==> config.mk <==
export PLATFORM = sky130hd
export DESIGN_NAME = length_prefix_deframer_unit
export DESIGN_NICKNAME = d
export VERILOG_FILES = /design/src/sv/lpd_pkg.sv /design/src/sv/lpd_front.sv /design/src/sv/lpd_queue.sv /design/src/sv/length_prefix_deframer_unit.sv
export VERILOG_INCLUDE_DIRS = /design/src /design/src/sv
export SDC_FILE = /design/constraint.sdc
export NUM_CORES = 1
export LEC_CHECK = 0
export ABC_AREA = 1
export BUFFER_PORTS_ARGS = -buffer_cell sky130_fd_sc_hd__buf_2
export CORE_ASPECT_RATIO = 1.5
export CORE_UTILIZATION = 42
export DETAILED_ROUTE_END_ITERATION = 12
export GPL_ROUTABILITY_DRIVEN = 0
export GPL_TIMING_DRIVEN = 0
export PLACE_DENSITY = 0.7
export SYNTH_ARGS = -nofsm -noshare
export SYNTH_HDL_FRONTEND = slang
export SYNTH_SLANG_ARGS = --single-unit
export TNS_END_PERCENT = 10
==> constraint.sdc <==
create_clock -name clk_i -period 5.5 [get_ports clk_i]
set_input_delay 0.275 -clock clk_i [delete_from_list [all_inputs] [get_ports clk_i]]
set_output_delay 0.275 -clock clk_i [all_outputs]
set_load 0.02 [all_outputs]
==> src/sv/length_prefix_deframer_unit_macros.svh <==
// Assertion macros for the length-prefix deframer.
// Each macro expects clk_i and rst_ni to be visible where it is used.
`ifndef LENGTH_PREFIX_DEFRAMER_UNIT_MACROS_SVH
`define LENGTH_PREFIX_DEFRAMER_UNIT_MACROS_SVH

// Check that the consequent holds in the same cycle as the antecedent.
`define LPD_ASSERT_SAME(label, ante, cons, msg) \
  label: assert property (@(posedge clk_i) disable iff (!rst_ni) (ante) |-> (cons)) \
    else $error(msg);

// Check that the consequent holds in the cycle after the antecedent.
`define LPD_ASSERT_NEXT(label, ante, cons, msg) \
  label: assert property (@(posedge clk_i) disable iff (!rst_ni) (ante) |=> (cons)) \
    else $error(msg);

`endif

==> src/sv/lpd_pkg.sv <==
package lpd_pkg;

  // Frame outcome codes
  typedef enum logic [2:0] {
    ST_OK         = 3'd0,
    ST_EOS        = 3'd1,
    ST_TRUNC_HDR  = 3'd2,
    ST_EMPTY      = 3'd3,
    ST_TOO_LARGE  = 3'd4,
    ST_TRUNC_PAY  = 3'd5
  } lpd_status_e;

  localparam int unsigned LEN_W          = 32;
  localparam int unsigned CNT_W          = 3;
  localparam logic [LEN_W-1:0] MAX_RESET = 32'd1048576;
  localparam int unsigned QUEUE_DEPTH    = 2;

  // One result transaction as it travels from the front to the queue
  typedef struct packed {
    logic [7:0]  payload_byte;
    logic        byte_valid;
    logic        last_byte;
    lpd_status_e status;
    logic        status_valid;
  } lpd_result_t;

endpackage

==> src/sv/lpd_front.sv <==
module lpd_front #(
  parameter int unsigned PREFIX_BYTES = 4
) (
  input  logic                clk_i,
  input  logic                rst_ni,
  input  logic                accept_i,
  input  logic [7:0]          data_byte_i,
  input  logic                stream_end_i,
  input  logic                cfg_we_i,
  input  logic [31:0]         cfg_wdata_i,
  output logic                push_o,
  output lpd_pkg::lpd_result_t result_o
);
  import lpd_pkg::*;

  localparam logic [CNT_W-1:0] HDR_CODE = CNT_W'(PREFIX_BYTES % (1 << CNT_W));

  logic              in_payload_q, in_payload_d;
  logic [CNT_W-1:0]  hdr_cnt_q, hdr_cnt_d;
  logic [LEN_W-1:0]  len_q, len_d;
  logic [LEN_W-1:0]  rem_q, rem_d;
  logic [LEN_W-1:0]  max_q;

  logic [LEN_W-1:0]  len_next;
  logic [CNT_W-1:0]  cnt_next;

  // Gather the next header byte, saturating on overflow of a long header
  assign len_next = (len_q[LEN_W-1:LEN_W-8] != 8'd0) ? '1 : {len_q[LEN_W-9:0], data_byte_i};
  assign cnt_next = hdr_cnt_q + CNT_W'(1);

  // Classify the accepted transaction and advance the frame state
  always_comb begin
    in_payload_d = in_payload_q;
    hdr_cnt_d    = hdr_cnt_q;
    len_d        = len_q;
    rem_d        = rem_q;
    push_o       = 1'b0;
    result_o     = '{payload_byte: 8'd0, byte_valid: 1'b0, last_byte: 1'b0,
                     status: ST_OK, status_valid: 1'b0};
    if (accept_i) begin
      if (stream_end_i) begin
        push_o                = 1'b1;
        result_o.status_valid = 1'b1;
        if (in_payload_q) begin
          result_o.status = ST_TRUNC_PAY;
        end else if (hdr_cnt_q == '0) begin
          result_o.status = ST_EOS;
        end else begin
          result_o.status = ST_TRUNC_HDR;
        end
        in_payload_d = 1'b0;
        hdr_cnt_d    = '0;
        len_d        = '0;
        rem_d        = '0;
      end else if (in_payload_q) begin
        push_o                = 1'b1;
        result_o.payload_byte = data_byte_i;
        result_o.byte_valid   = 1'b1;
        if (rem_q[LEN_W-1:1] == '0) begin
          // final byte: close the frame
          result_o.last_byte    = 1'b1;
          result_o.status_valid = 1'b1;
          in_payload_d = 1'b0;
          hdr_cnt_d    = '0;
          len_d        = '0;
          rem_d        = '0;
        end else begin
          rem_d = rem_q - LEN_W'(1);
        end
      end else if (cnt_next == HDR_CODE) begin
        hdr_cnt_d = '0;
        len_d     = '0;
        if (len_next == '0) begin
          push_o                = 1'b1;
          result_o.status       = ST_EMPTY;
          result_o.status_valid = 1'b1;
        end else if (len_next > max_q) begin
          push_o                = 1'b1;
          result_o.status       = ST_TOO_LARGE;
          result_o.status_valid = 1'b1;
        end else begin
          in_payload_d = 1'b1;
          rem_d        = len_next;
        end
      end else begin
        hdr_cnt_d = cnt_next;
        len_d     = len_next;
      end
    end
  end

  // Hold frame state and the length limit
  always_ff @(posedge clk_i or negedge rst_ni) begin
    if (!rst_ni) begin
      in_payload_q <= 1'b0;
      hdr_cnt_q    <= '0;
      len_q        <= '0;
      rem_q        <= '0;
      max_q        <= MAX_RESET;
    end else begin
      in_payload_q <= in_payload_d;
      hdr_cnt_q    <= hdr_cnt_d;
      len_q        <= len_d;
      rem_q        <= rem_d;
      if (cfg_we_i) begin
        max_q <= cfg_wdata_i;
      end
    end
  end

endmodule

==> src/sv/lpd_queue.sv <==
module lpd_queue (
  input  logic                 clk_i,
  input  logic                 rst_ni,
  input  logic                 push_i,
  input  lpd_pkg::lpd_result_t push_data_i,
  input  logic                 pop_i,
  output logic                 full_o,
  output logic                 valid_o,
  output lpd_pkg::lpd_result_t head_o
);
  import lpd_pkg::*;

  localparam int unsigned PTR_W = (QUEUE_DEPTH > 1) ? $clog2(QUEUE_DEPTH) : 1;
  localparam int unsigned CNT_QW = $clog2(QUEUE_DEPTH + 1);

  lpd_result_t         entry_q [QUEUE_DEPTH];
  logic [PTR_W-1:0]    wr_ptr_q, wr_ptr_d;
  logic [PTR_W-1:0]    rd_ptr_q, rd_ptr_d;
  logic [CNT_QW-1:0]   count_q, count_d;
  logic                do_push, do_pop;

  assign full_o  = (count_q == CNT_QW'(QUEUE_DEPTH));
  assign valid_o = (count_q != '0);
  assign head_o  = entry_q[rd_ptr_q];
  assign do_push = push_i && !full_o;
  assign do_pop  = pop_i && valid_o;

  // Advance the pointers, wrapping at the depth, and update the fill count
  always_comb begin
    wr_ptr_d = wr_ptr_q;
    rd_ptr_d = rd_ptr_q;
    count_d  = count_q;
    if (do_push) begin
      wr_ptr_d = (wr_ptr_q == PTR_W'(QUEUE_DEPTH - 1)) ? '0 : wr_ptr_q + PTR_W'(1);
    end
    if (do_pop) begin
      rd_ptr_d = (rd_ptr_q == PTR_W'(QUEUE_DEPTH - 1)) ? '0 : rd_ptr_q + PTR_W'(1);
    end
    if (do_push && !do_pop) begin
      count_d = count_q + CNT_QW'(1);
    end else if (do_pop && !do_push) begin
      count_d = count_q - CNT_QW'(1);
    end
  end

  always_ff @(posedge clk_i or negedge rst_ni) begin
    if (!rst_ni) begin
      wr_ptr_q <= '0;
      rd_ptr_q <= '0;
      count_q  <= '0;
    end else begin
      wr_ptr_q <= wr_ptr_d;
      rd_ptr_q <= rd_ptr_d;
      count_q  <= count_d;
    end
  end

  // Store the pushed transaction
  always_ff @(posedge clk_i) begin
    if (do_push) begin
      entry_q[wr_ptr_q] <= push_data_i;
    end
  end

endmodule

==> src/sv/length_prefix_deframer_unit.sv <==
// Channel   Direction  Handshake               Payload
// in        input      in_valid_i / in_stall_o data_byte_i, stream_end_i
// out       output     out_valid_o/out_stall_i payload_byte_o, byte_valid_o, last_byte_o,
//                                              status_o, status_valid_o
// cfg       input      cfg_we_i                cfg_wdata_i (max_payload_bytes)
//
// One transaction is taken per cycle unless stalled; any result it yields is queued.
// The front classifies each byte against the frame state combinationally.
// A two-entry queue separates front and output; input stalls only while it is full.
// Reset sets max_payload_bytes to 1048576 and starts header gathering with no state held.
`include "length_prefix_deframer_unit_macros.svh"

module length_prefix_deframer_unit #(
  parameter int unsigned PREFIX_BYTES = 4
) (
  input  logic        clk_i,
  input  logic        rst_ni,
  input  logic        in_valid_i,
  output logic        in_stall_o,
  input  logic [7:0]  data_byte_i,
  input  logic        stream_end_i,
  output logic        out_valid_o,
  input  logic        out_stall_i,
  output logic [7:0]  payload_byte_o,
  output logic        byte_valid_o,
  output logic        last_byte_o,
  output logic [2:0]  status_o,
  output logic        status_valid_o,
  input  logic        cfg_we_i,
  input  logic [31:0] cfg_wdata_i
);
  import lpd_pkg::*;

  logic        accept;
  logic        push;
  logic        full;
  lpd_result_t push_data;
  lpd_result_t head;

  assign accept     = in_valid_i && !full;
  assign in_stall_o = full;

  lpd_front #(
    .PREFIX_BYTES(PREFIX_BYTES)
  ) u_front (
    .clk_i       (clk_i),
    .rst_ni      (rst_ni),
    .accept_i    (accept),
    .data_byte_i (data_byte_i),
    .stream_end_i(stream_end_i),
    .cfg_we_i    (cfg_we_i),
    .cfg_wdata_i (cfg_wdata_i),
    .push_o      (push),
    .result_o    (push_data)
  );

  lpd_queue u_queue (
    .clk_i      (clk_i),
    .rst_ni     (rst_ni),
    .push_i     (push),
    .push_data_i(push_data),
    .pop_i      (!out_stall_i),
    .full_o     (full),
    .valid_o    (out_valid_o),
    .head_o     (head)
  );

  // Drive the result fields from the queue head
  assign payload_byte_o = head.payload_byte;
  assign byte_valid_o   = head.byte_valid;
  assign last_byte_o    = head.last_byte;
  assign status_o       = head.status;
  assign status_valid_o = head.status_valid;

  `LPD_ASSERT_SAME(a_last_carries_ok, out_valid_o && last_byte_o, byte_valid_o && status_valid_o && (status_o == ST_OK), "last byte without ok status")
  `LPD_ASSERT_SAME(a_status_only_on_last, out_valid_o && byte_valid_o && status_valid_o, last_byte_o, "status on a middle payload byte")
  `LPD_ASSERT_SAME(a_bare_status_not_ok, out_valid_o && status_valid_o && !byte_valid_o, status_o != ST_OK, "ok status without a payload byte")
  `LPD_ASSERT_SAME(a_stall_means_backlog, in_stall_o, out_valid_o, "input stalled with nothing to deliver")

endmodule

==> results of run 1 <==
layout make-up:
| cell class | instances | share of cell area (%) |
|---|---|---|
| clock buffer | 17 | 4.84 |
| buffer | 37 | 1.98 |
| timing repair buffer | 62 | 3.87 |
| tap | 213 | 3.03 |
| sequential | 132 | 39.2 |
| multi-input combinational | 678 | 39.2 |
| inverter | 143 | 6.13 |
| clock inverter | 15 | 1.85 |
routing by layer:
layer	vias up	global-route usage [%]	part of all wire, %
met5	-	0	0
met4	0	14.7	6.0
met3	79	3.60	4.0
met2	220	39.4	50
met1	3121	24.7	40
li1	3345	-	-
cell families after synthesis:
group	after synthesis
xor+xnor	21
flops	132
mux	1
buf+inv	180
simple gates	490
compound gates	128
fa+ha+maj	38
stage by stage:
| stage | utilization, % | hold slack, ns | std cells | area [sq um] | setup slack, ns |
|---|---|---|---|---|---|
| finish | 50.3 | 0.0491 | 1297 | 8800 | 1.10 |
| global route | 50.3 | 0.0613 | 1297 | 8800 | 0.595 |
| CTS | 50.3 | 0.0433 | 1297 | 8800 | 1.03 |
| detailed placement | 46.9 | 0.331 | 1264 | 8200 | 1.04 |
| global placement | 46.7 | 0.455 | 1263 | 8170 | 1.05 |
| floorplan | - | -0.0206 | 990 | 7600 | 2.17 |
flip-flops by register name, indices dropped and copies added, names as in the netlist:
register / cells
u_front.rem_q: 32
u_queue.wr_ptr_q: 1
u_front.in_payload_q: 1
u_queue.rd_ptr_q: 1
u_queue.entry_q: 28
u_queue.count_q: 2
u_front.len_q: 32
u_front.hdr_cnt_q: 3
u_front.max_q: 32
where the power goes:
group          switching, W  internal (W)  leakage [nW]  total, W
Combinational       0.00144      0.000697          2.41   0.00214
Clock              0.000496      0.000643         0.284   0.00114
Sequential         0.000196       0.00129          1.59   0.00148
Total               0.00213       0.00263          4.28   0.00476
synth_stat cells (8+ instances only):
| cell type | instances | area share [%] |
|---|---|---|
| a21oi_1 | 23 | 1.5 |
| buf_2 | 16 | 1.1 |
| clkbuf_1 | 16 | 0.79 |
| dfrtp_1 | 103 | 34 |
| edfxtp_1 | 28 | 11 |
| ha_1 | 38 | 6.3 |
| inv_1 | 138 | 6.8 |
| nand2_1 | 253 | 12 |
| nand3_1 | 93 | 6.1 |
| nand4_1 | 14 | 1.2 |
| nor2_1 | 105 | 5.2 |
| o21ai_0 | 43 | 2.8 |
| o21ai_1 | 33 | 2.2 |
| o22ai_1 | 22 | 1.8 |
| xnor2_1 | 8 | 0.92 |
| xor2_1 | 13 | 1.5 |
worst paths after layout:
check	slack, ns	depth (start not counted)	from	endpoint
hold / removal	0.05	3	cfg_wdata_i[29]	u_front.max_q[29]
hold reg to reg	0.48	2	u_queue.wr_ptr_q	u_queue.wr_ptr_q
setup reg to reg	1.10	18	u_front.len_q[31]	u_queue.entry_q[1][6]
setup / recovery	1.10	18	u_front.len_q[31]	u_queue.entry_q[1][6]
min in group asynchronous	0.40	2	rst_ni	u_front.max_q[21]
max in group asynchronous	4.37	3	rst_ni	u_front.rem_q[4]
worst max-delay path: stages, from the launching register on:
cell      delay, ns
dfrtp_1        0.36
inv_1          0.08
nand4_1        0.09
or2_1          0.22
buf_2          0.19
clkbuf_1       0.25
nor2_1         0.34
inv_1          0.12
ha_1           0.31
nand2_1        0.07
nor2_1         0.12
nand2_1        0.11
nor4_2         0.31
nand2_1        0.10
nand2_1        0.12
nand2_1        0.12
nand3_1        0.13
nand2_1        0.12
nor2_1         0.86
==> tab_implementation.tex, run 1 <==
\begin{tabular}{lr}
\hline
Metric & Value \\
\hline
\multicolumn{2}{l}{\textbf{Status}} \\
Outcome & finished, violations left \\
Violated checks & DRC \\
\multicolumn{2}{l}{\textbf{Drt}} \\
Drc violations & 5 \\
Number of vias in the routed layout & just under 7000 \\
Detailed Route Iter0 Violations & 384 \\
Via/cell ratio & between 5 and 6 \\
Final wirelength & 19600 microns \\
Post-DRT Antenna Nets & 0 \\
Average detailed-routed wire length per instance & between 15 and 20 microns \\
First drt pass iteration count & 11 \\
\multicolumn{2}{l}{\textbf{Final layout}} \\
Multi-input gate area & $\sim$3400 sq um \\
Commonest cells after routing, fill and taps aside & nand2\_1, inv\_1, nor2\_1 \\
Filler Cell Count & $\sim$1700 \\
Ant diodes & 0 \\
Sequential cell area & roughly 3400 sq um \\
Ratio of cells with drive above 1 in the final layout & about an eighth \\
Most common cell after layout, fill and taps aside & nand2\_1 \\
Total number of nets in the final design & 1155 \\
Area delta synth->final & 15.7\% \\
\multicolumn{2}{l}{\textbf{CTS}} \\
Number of resized instances in the post-cts repair step & 0 \\
Post-CTS Setup Bufs & 0 \\
Clock-pin slew on the worst setup and hold paths & 0.07 ns \\
Total number of H-tree levels & 4 \\
Clock latency on the worst-skew pair & 0.43 ns \\
TritonCTS sink count & between 100 and 150 \\
TritonCTS clock tree & built \\
Maximum number of buffers from clock root to sink & 2 \\
Clk Tree Root Cell & clkbuf\_16 \\
Count of hold buffers inserted by post-cts repair & 1 \\
CTS buffer count & 17 \\
\multicolumn{2}{l}{\textbf{Timing}} \\
Setup-failing EPs final & 0 \\
Skew final & between 0.01 and 0.015 ns \\
Hold Vio Cnt, Final & 0 \\
RSZ-0062 raised after global routing & no \\
Final Critical Period & around 4.4 ns \\
Final Slew Violations & 0 \\
Worst Max-Slew Pin Slew & around 1.1 ns \\
Worst slew margin & about a quarter \\
Final worst path period share & around 80\% \\
Highest Clock Rate & approximately 230 MHz \\
Setup TNS & 0 ns \\
\multicolumn{2}{l}{\textbf{Synthesis}} \\
Compound-Gate Fraction of Synth Area & 9.04\% \\
Warning count from the yosys run & 0 \\
Synth Cell Area & $\sim$7600 sq um \\
Xor-xnor portion of the synthesized cell area & under 10\% \\
Library cells used by synthesis & 38 \\
Synth Area in Simple Gates & 27.5\% \\
EDFF count, synth & 28 \\
Combinational family with the most area after synthesis & simple AND/OR/NAND/NOR gates \\
Async set-or-reset flop fraction in the synthesized netlist & 78.8\% \\
Most instantiated flip-flop cell in the synthesis netlist & dfrtp\_1 \\
Synthesized-area fraction occupied by adder cells & 6.25\% \\
Number of register bits inferred by synthesis & about 130 \\
Synthesized instance count & 990 \\
Sequential share of the synthesized area & a little under half \\
Average instance area after synthesis & $\sim$7.7 sq um \\
Multiplexer area fraction after synthesis & less than 1\% \\
Synth Net Count & $\sim$1100 \\
\multicolumn{2}{l}{\textbf{Floorplan}} \\
Overall die width & $\sim$110 microns \\
Top-level I/O count & 62 \\
Total core area & $\sim$17000 sq um \\
Height of the die & approximately 170 microns \\
Die ar. & 18700 sq um \\
Standard-cell rows & 59 \\
Initial Utilization & a little over two fifths \\
\multicolumn{2}{l}{\textbf{Setup path}} \\
Critical path arrival & 4.44 ns \\
Critical Path Start Type & flip-flop \\
Maximum net fanout on the critical path & 14 \\
Endpoint required time on the critical path & roughly 5.5 ns \\
CP endpoint kind & flip-flop \\
Worst Setup Path Type & reg -> reg \\
\multicolumn{2}{l}{\textbf{GRT}} \\
Overflow after GRT & 0 \\
Number of antenna violations at the first check in global routing & 0 \\
First-pass GRT wire length & $\sim$33000 microns \\
Pin count of the biggest net entering global routing & just over 60 \\
All-Layer GR Usage & 22.4\% \\
Via count of the first global-routing pass & about 6800 \\
\multicolumn{2}{l}{\textbf{Run}} \\
\# Max-Cap Violations & 0 \\
\multicolumn{2}{l}{\textbf{Worst hold path}} \\
Classification of the worst-slack hold path & in -> reg \\
\multicolumn{2}{l}{\textbf{Placed design}} \\
Hpwl dp & about 15000 microns \\
Quantity of I/O buffers inserted on ports & 60 \\
\multicolumn{2}{l}{\textbf{Pwr}} \\
Lkg Pwr & 4.28 nW \\
Worst vdd rail ir drop & between 150 and 200 uV \\
Power per cell area & between 500 and 600 nW/um\^{}2 \\
Post-route total power & 0.00476 W \\
\hline
\end{tabular}
No activity file was read; power rests on OpenSTA's default activity.
==> run 2: changes to the inputs <==
--- a/config.mk
+++ b/config.mk
@@ -13,7 +13,7 @@
 export DETAILED_ROUTE_END_ITERATION = 12
 export GPL_ROUTABILITY_DRIVEN = 0
 export GPL_TIMING_DRIVEN = 0
-export PLACE_DENSITY = 0.7
+export PLACE_DENSITY = 0.73
 export SYNTH_ARGS = -nofsm -noshare
 export SYNTH_HDL_FRONTEND = slang
 export SYNTH_SLANG_ARGS = --single-unit
==> constraint.sdc (replaced) <==
create_clock -name clk_i -period 4 [get_ports clk_i]
set_input_delay 0.2 -clock clk_i [delete_from_list [all_inputs] [get_ports clk_i]]
set_output_delay 0.2 -clock clk_i [all_outputs]
set_load 0.02 [all_outputs]
==> tab_implementation.tex, run 2 (synthesis gave the netlist of run 1 again) <==
\begin{tabular}{lr}
\hline
Metric & Value \\
\hline
\multicolumn{2}{l}{\textbf{Setup path}} \\
CP endpoint kind & flip-flop \\
Origin of the critical flop-to-flop path & u\_front.len\_q[31] \\
Endpoint required time on the critical path & 4.30 ns (-1.24 ns) \\
Worst Setup Path Type & reg -> reg \\
Maximum net fanout on the critical path & 10 (-4) \\
Critical Path Start Type & flip-flop \\
Launch point of the critical path & u\_front.len\_q[31] \\
Critical path arrival & 3.99 ns (-0.45 ns) \\
Max stage delay on crit path & 0.36 ns (-0.50 ns) \\
Count of cells along the worst register-to-register path & 21 (+3) \\
Cell with the largest stage delay on the worst path & dfrtp\_1 \\
Crit path cell chain & inv\_1, nand4\_1, or2\_1, clkbuf\_4, buf\_6, nor2\_2, inv\_1, ha\_1, a21oi\_1, o21a\_1, a21oi\_1, nor2\_1, nand2\_2, nand2\_2, nand3\_1, nand2\_2, inv\_1, ha\_1, a21oi\_1, o21ai\_0, xor2\_1 \\
\multicolumn{2}{l}{\textbf{Timing}} \\
Setup-failing EPs final & 0 (unchanged) \\
Worst slew margin & 57.2\% (+32 points) \\
Hold Vio Cnt, Final & 3 (+3) \\
Final Critical Period & 3.69 ns (-0.711 ns) \\
Worst Max-Slew Pin Slew & 0.640 ns (-0.485 ns) \\
Setup TNS & 0 ns (unchanged) \\
Highest Clock Rate & 271 MHz (+19\%) \\
Final Slew Violations & 0 (unchanged) \\
Smallest hold slack & -0.00640 ns (-0.0555 ns) \\
Skew final & 0.0131 ns (+0.00258 ns) \\
Final worst path period share & 92.2\% (+12 points) \\
RSZ-0062 raised after global routing & no \\
\multicolumn{2}{l}{\textbf{Status}} \\
Violated checks & DRC, hold timing \\
Outcome & finished, violations left \\
\multicolumn{2}{l}{\textbf{Drt}} \\
Average detailed-routed wire length per instance & 15.3 microns (+1.2\%) \\
Detailed Route Iter0 Violations & 462 (+20\%) \\
First drt pass iteration count & 12 (+1) \\
Drc violations & 5 (unchanged) \\
Final wirelength & 20200 microns (+3.1\%) \\
Post-DRT Antenna Nets & 0 (unchanged) \\
Number of vias in the routed layout & 6888 (+1.8\%) \\
Via/cell ratio & 5.21 (about the same) \\
\multicolumn{2}{l}{\textbf{Final layout}} \\
Ratio of cells with drive above 1 in the final layout & 14.2\% (+1.9 points) \\
Area delta synth->final & 19.8\% \\
Biggest registers after layout & u\_front.len\_q (32), u\_front.max\_q (32), u\_front.rem\_q (32) \\
Filler Cell Count & 1620 (-4.3\%) \\
Total number of nets in the final design & 1179 (+2.1\%) \\
Ant diodes & 0 (unchanged) \\
Most common cell after layout, fill and taps aside & nand2\_1 \\
Share of the core filled with cells in the final layout & 52.1\% (+1.8 points) \\
Design Area, Final & 9110 sq um (+3.6\%) \\
Commonest cells after routing, fill and taps aside & nand2\_1, inv\_1, dfrtp\_1 \\
\multicolumn{2}{l}{\textbf{Floorplan}} \\
Overall die width & 112 microns (unchanged) \\
Standard-cell rows & 59 (unchanged) \\
Initial Utilization & 43.5\% (unchanged) \\
Height of the die & 167 microns (unchanged) \\
Total core area & 17500 sq um (unchanged) \\
Top-level I/O count & 62 (unchanged) \\
Die ar. & 18700 sq um (unchanged) \\
\multicolumn{2}{l}{\textbf{CTS}} \\
Total number of H-tree levels & 4 (unchanged) \\
TritonCTS sink count & 132 (unchanged) \\
TritonCTS clock tree & built \\
Clock latency on the worst-skew pair & 0.43 ns (about the same) \\
Clk Tree Root Cell & clkbuf\_16 \\
Maximum number of buffers from clock root to sink & 2 (unchanged) \\
CTS buffer count & 17 (unchanged) \\
Clock-pin slew on the worst setup and hold paths & 0.06 ns (about the same) \\
\multicolumn{2}{l}{\textbf{Pwr}} \\
Relative contribution of combinational cells to total power & 46.4\% (+1.5 points) \\
Clock Power Share & 22.7\% (-1.2 points) \\
Power spent charging and discharging nets & 0.00297 W (+39\%) \\
Lkg Pwr & 4.37 nW (+2.2\%) \\
Power per cell area & 727 nW/um\^{}2 (+34\%) \\
Sw Ratio & 44.9\% (about the same) \\
Share of power burned in registers & 30.9\% (-0.2 points) \\
Worst vdd rail ir drop & 321 uV (+68\%) \\
Int Pwr & 0.00365 W (+39\%) \\
\multicolumn{2}{l}{\textbf{Worst hold path}} \\
Hold Crit Depth & 3 (unchanged) \\
Classification of the worst-slack hold path & in -> reg \\
Start point of the worst min-delay path & cfg\_wdata\_i[28] \\
\multicolumn{2}{l}{\textbf{GRT}} \\
First-pass GRT wire length & 32900 microns (+0.38\%) \\
Overflow after GRT & 0 (unchanged) \\
Pin count of the biggest net entering global routing & 63 (+3.3\%) \\
All-Layer GR Usage & 22.5\% (+0.14 points) \\
Number of antenna violations at the first check in global routing & 0 (unchanged) \\
Via count of the first global-routing pass & 6745 (-0.41\%) \\
\multicolumn{2}{l}{\textbf{Placed design}} \\
Placement Cell Area & 8200 sq um (unchanged) \\
Hpwl dp & 14800 microns (-0.34\%) \\
Quantity of I/O buffers inserted on ports & 60 (unchanged) \\
\multicolumn{2}{l}{\textbf{Run}} \\
\# Max-Cap Violations & 0 (unchanged) \\
\hline
\end{tabular}
[run 2: per-layer routing]
metal	track usage (%)	wire, microns	vias to the layer above	part of all wire (%)
met3	3.60	775	55	3.8
met1	25.1	8000	3229	40
li1	-	-	3385	-
met2	40.8	10500	219	52
met5	0	0	-	0
met4	11.6	920	0	4.6
[run 2: power groups by stage]
| stage | Sequential (W) | Clock (W) | Combinational [W] |
|---|---|---|---|
| after detailed placement | 0.00205 | 0 | 0.00291 |
| after global placement | 0.00204 | 0 | 0.00283 |
| final | 0.00205 | 0.00150 | 0.00307 |
| after global routing | 0.00209 | 0.00157 | 0.00344 |
| after floorplan | 0.00198 | 0 | 0.00213 |
| after CTS | 0.00203 | 0.00150 | 0.00296 |
[run 2: worst max-delay path, delay by kind of cell (launching register included)]
kind / cells / cell delay (ns)
adders and majority gates: 2 / 0.59
DFF: 1 / 0.36
buffers and inverters: 5 / 0.63
and+or+nand+nor: 8 / 1.22
xor gates and xnor gates: 1 / 0.15
AOI/OAI and AO/OA: 5 / 0.60
[run 2: final timing paths]
kind	end	slack (ns)
min in group asynchronous	u_front.max_q[21]	0.32
max in group asynchronous	u_front.rem_q[2]	2.96
setup reg to reg	u_queue.count_q[1]	0.31
setup / recovery	u_queue.count_q[1]	0.31
hold / removal	u_front.max_q[28]	-0.006
hold reg to reg	u_queue.wr_ptr_q	0.49
[run 2: timing repair]
action | CTS | global route
hold buffers | 23 | 0
setup buffers | 0 | 2
resized for setup | 2 | 32
pin swaps | 0 | 4
setup endpoints to repair | 29 | 60
endpoints found under the hold margin | 63 | 0
[run 2: through the flow]
| step | total power [W] | worst slack, ns | std cells |
|---|---|---|---|
| CTS | 0.00650 | -0.156 | 1319 |
| finish | 0.00662 | 0.310 | 1321 |
| global route | 0.00709 | 0.000256 | 1321 |
| global placement | 0.00487 | -0.458 | 1263 |
| detailed placement | 0.00496 | -0.521 | 1264 |
| floorplan | 0.00411 | 0.673 | 990 |
[run 2: layout make-up]
class	count	area (sq um)	share of cell area, %
Multi-Input combinational cell	678	3530	38.7
Clock buffer	18	429	4.71
Timing Repair Buffer	86	588	6.45
Clock inverter	14	129	1.41
Tap cell	213	267	2.93
Buffer	37	185	2.03
Inverter	143	543	5.96
Sequential cell	132	3440	37.8
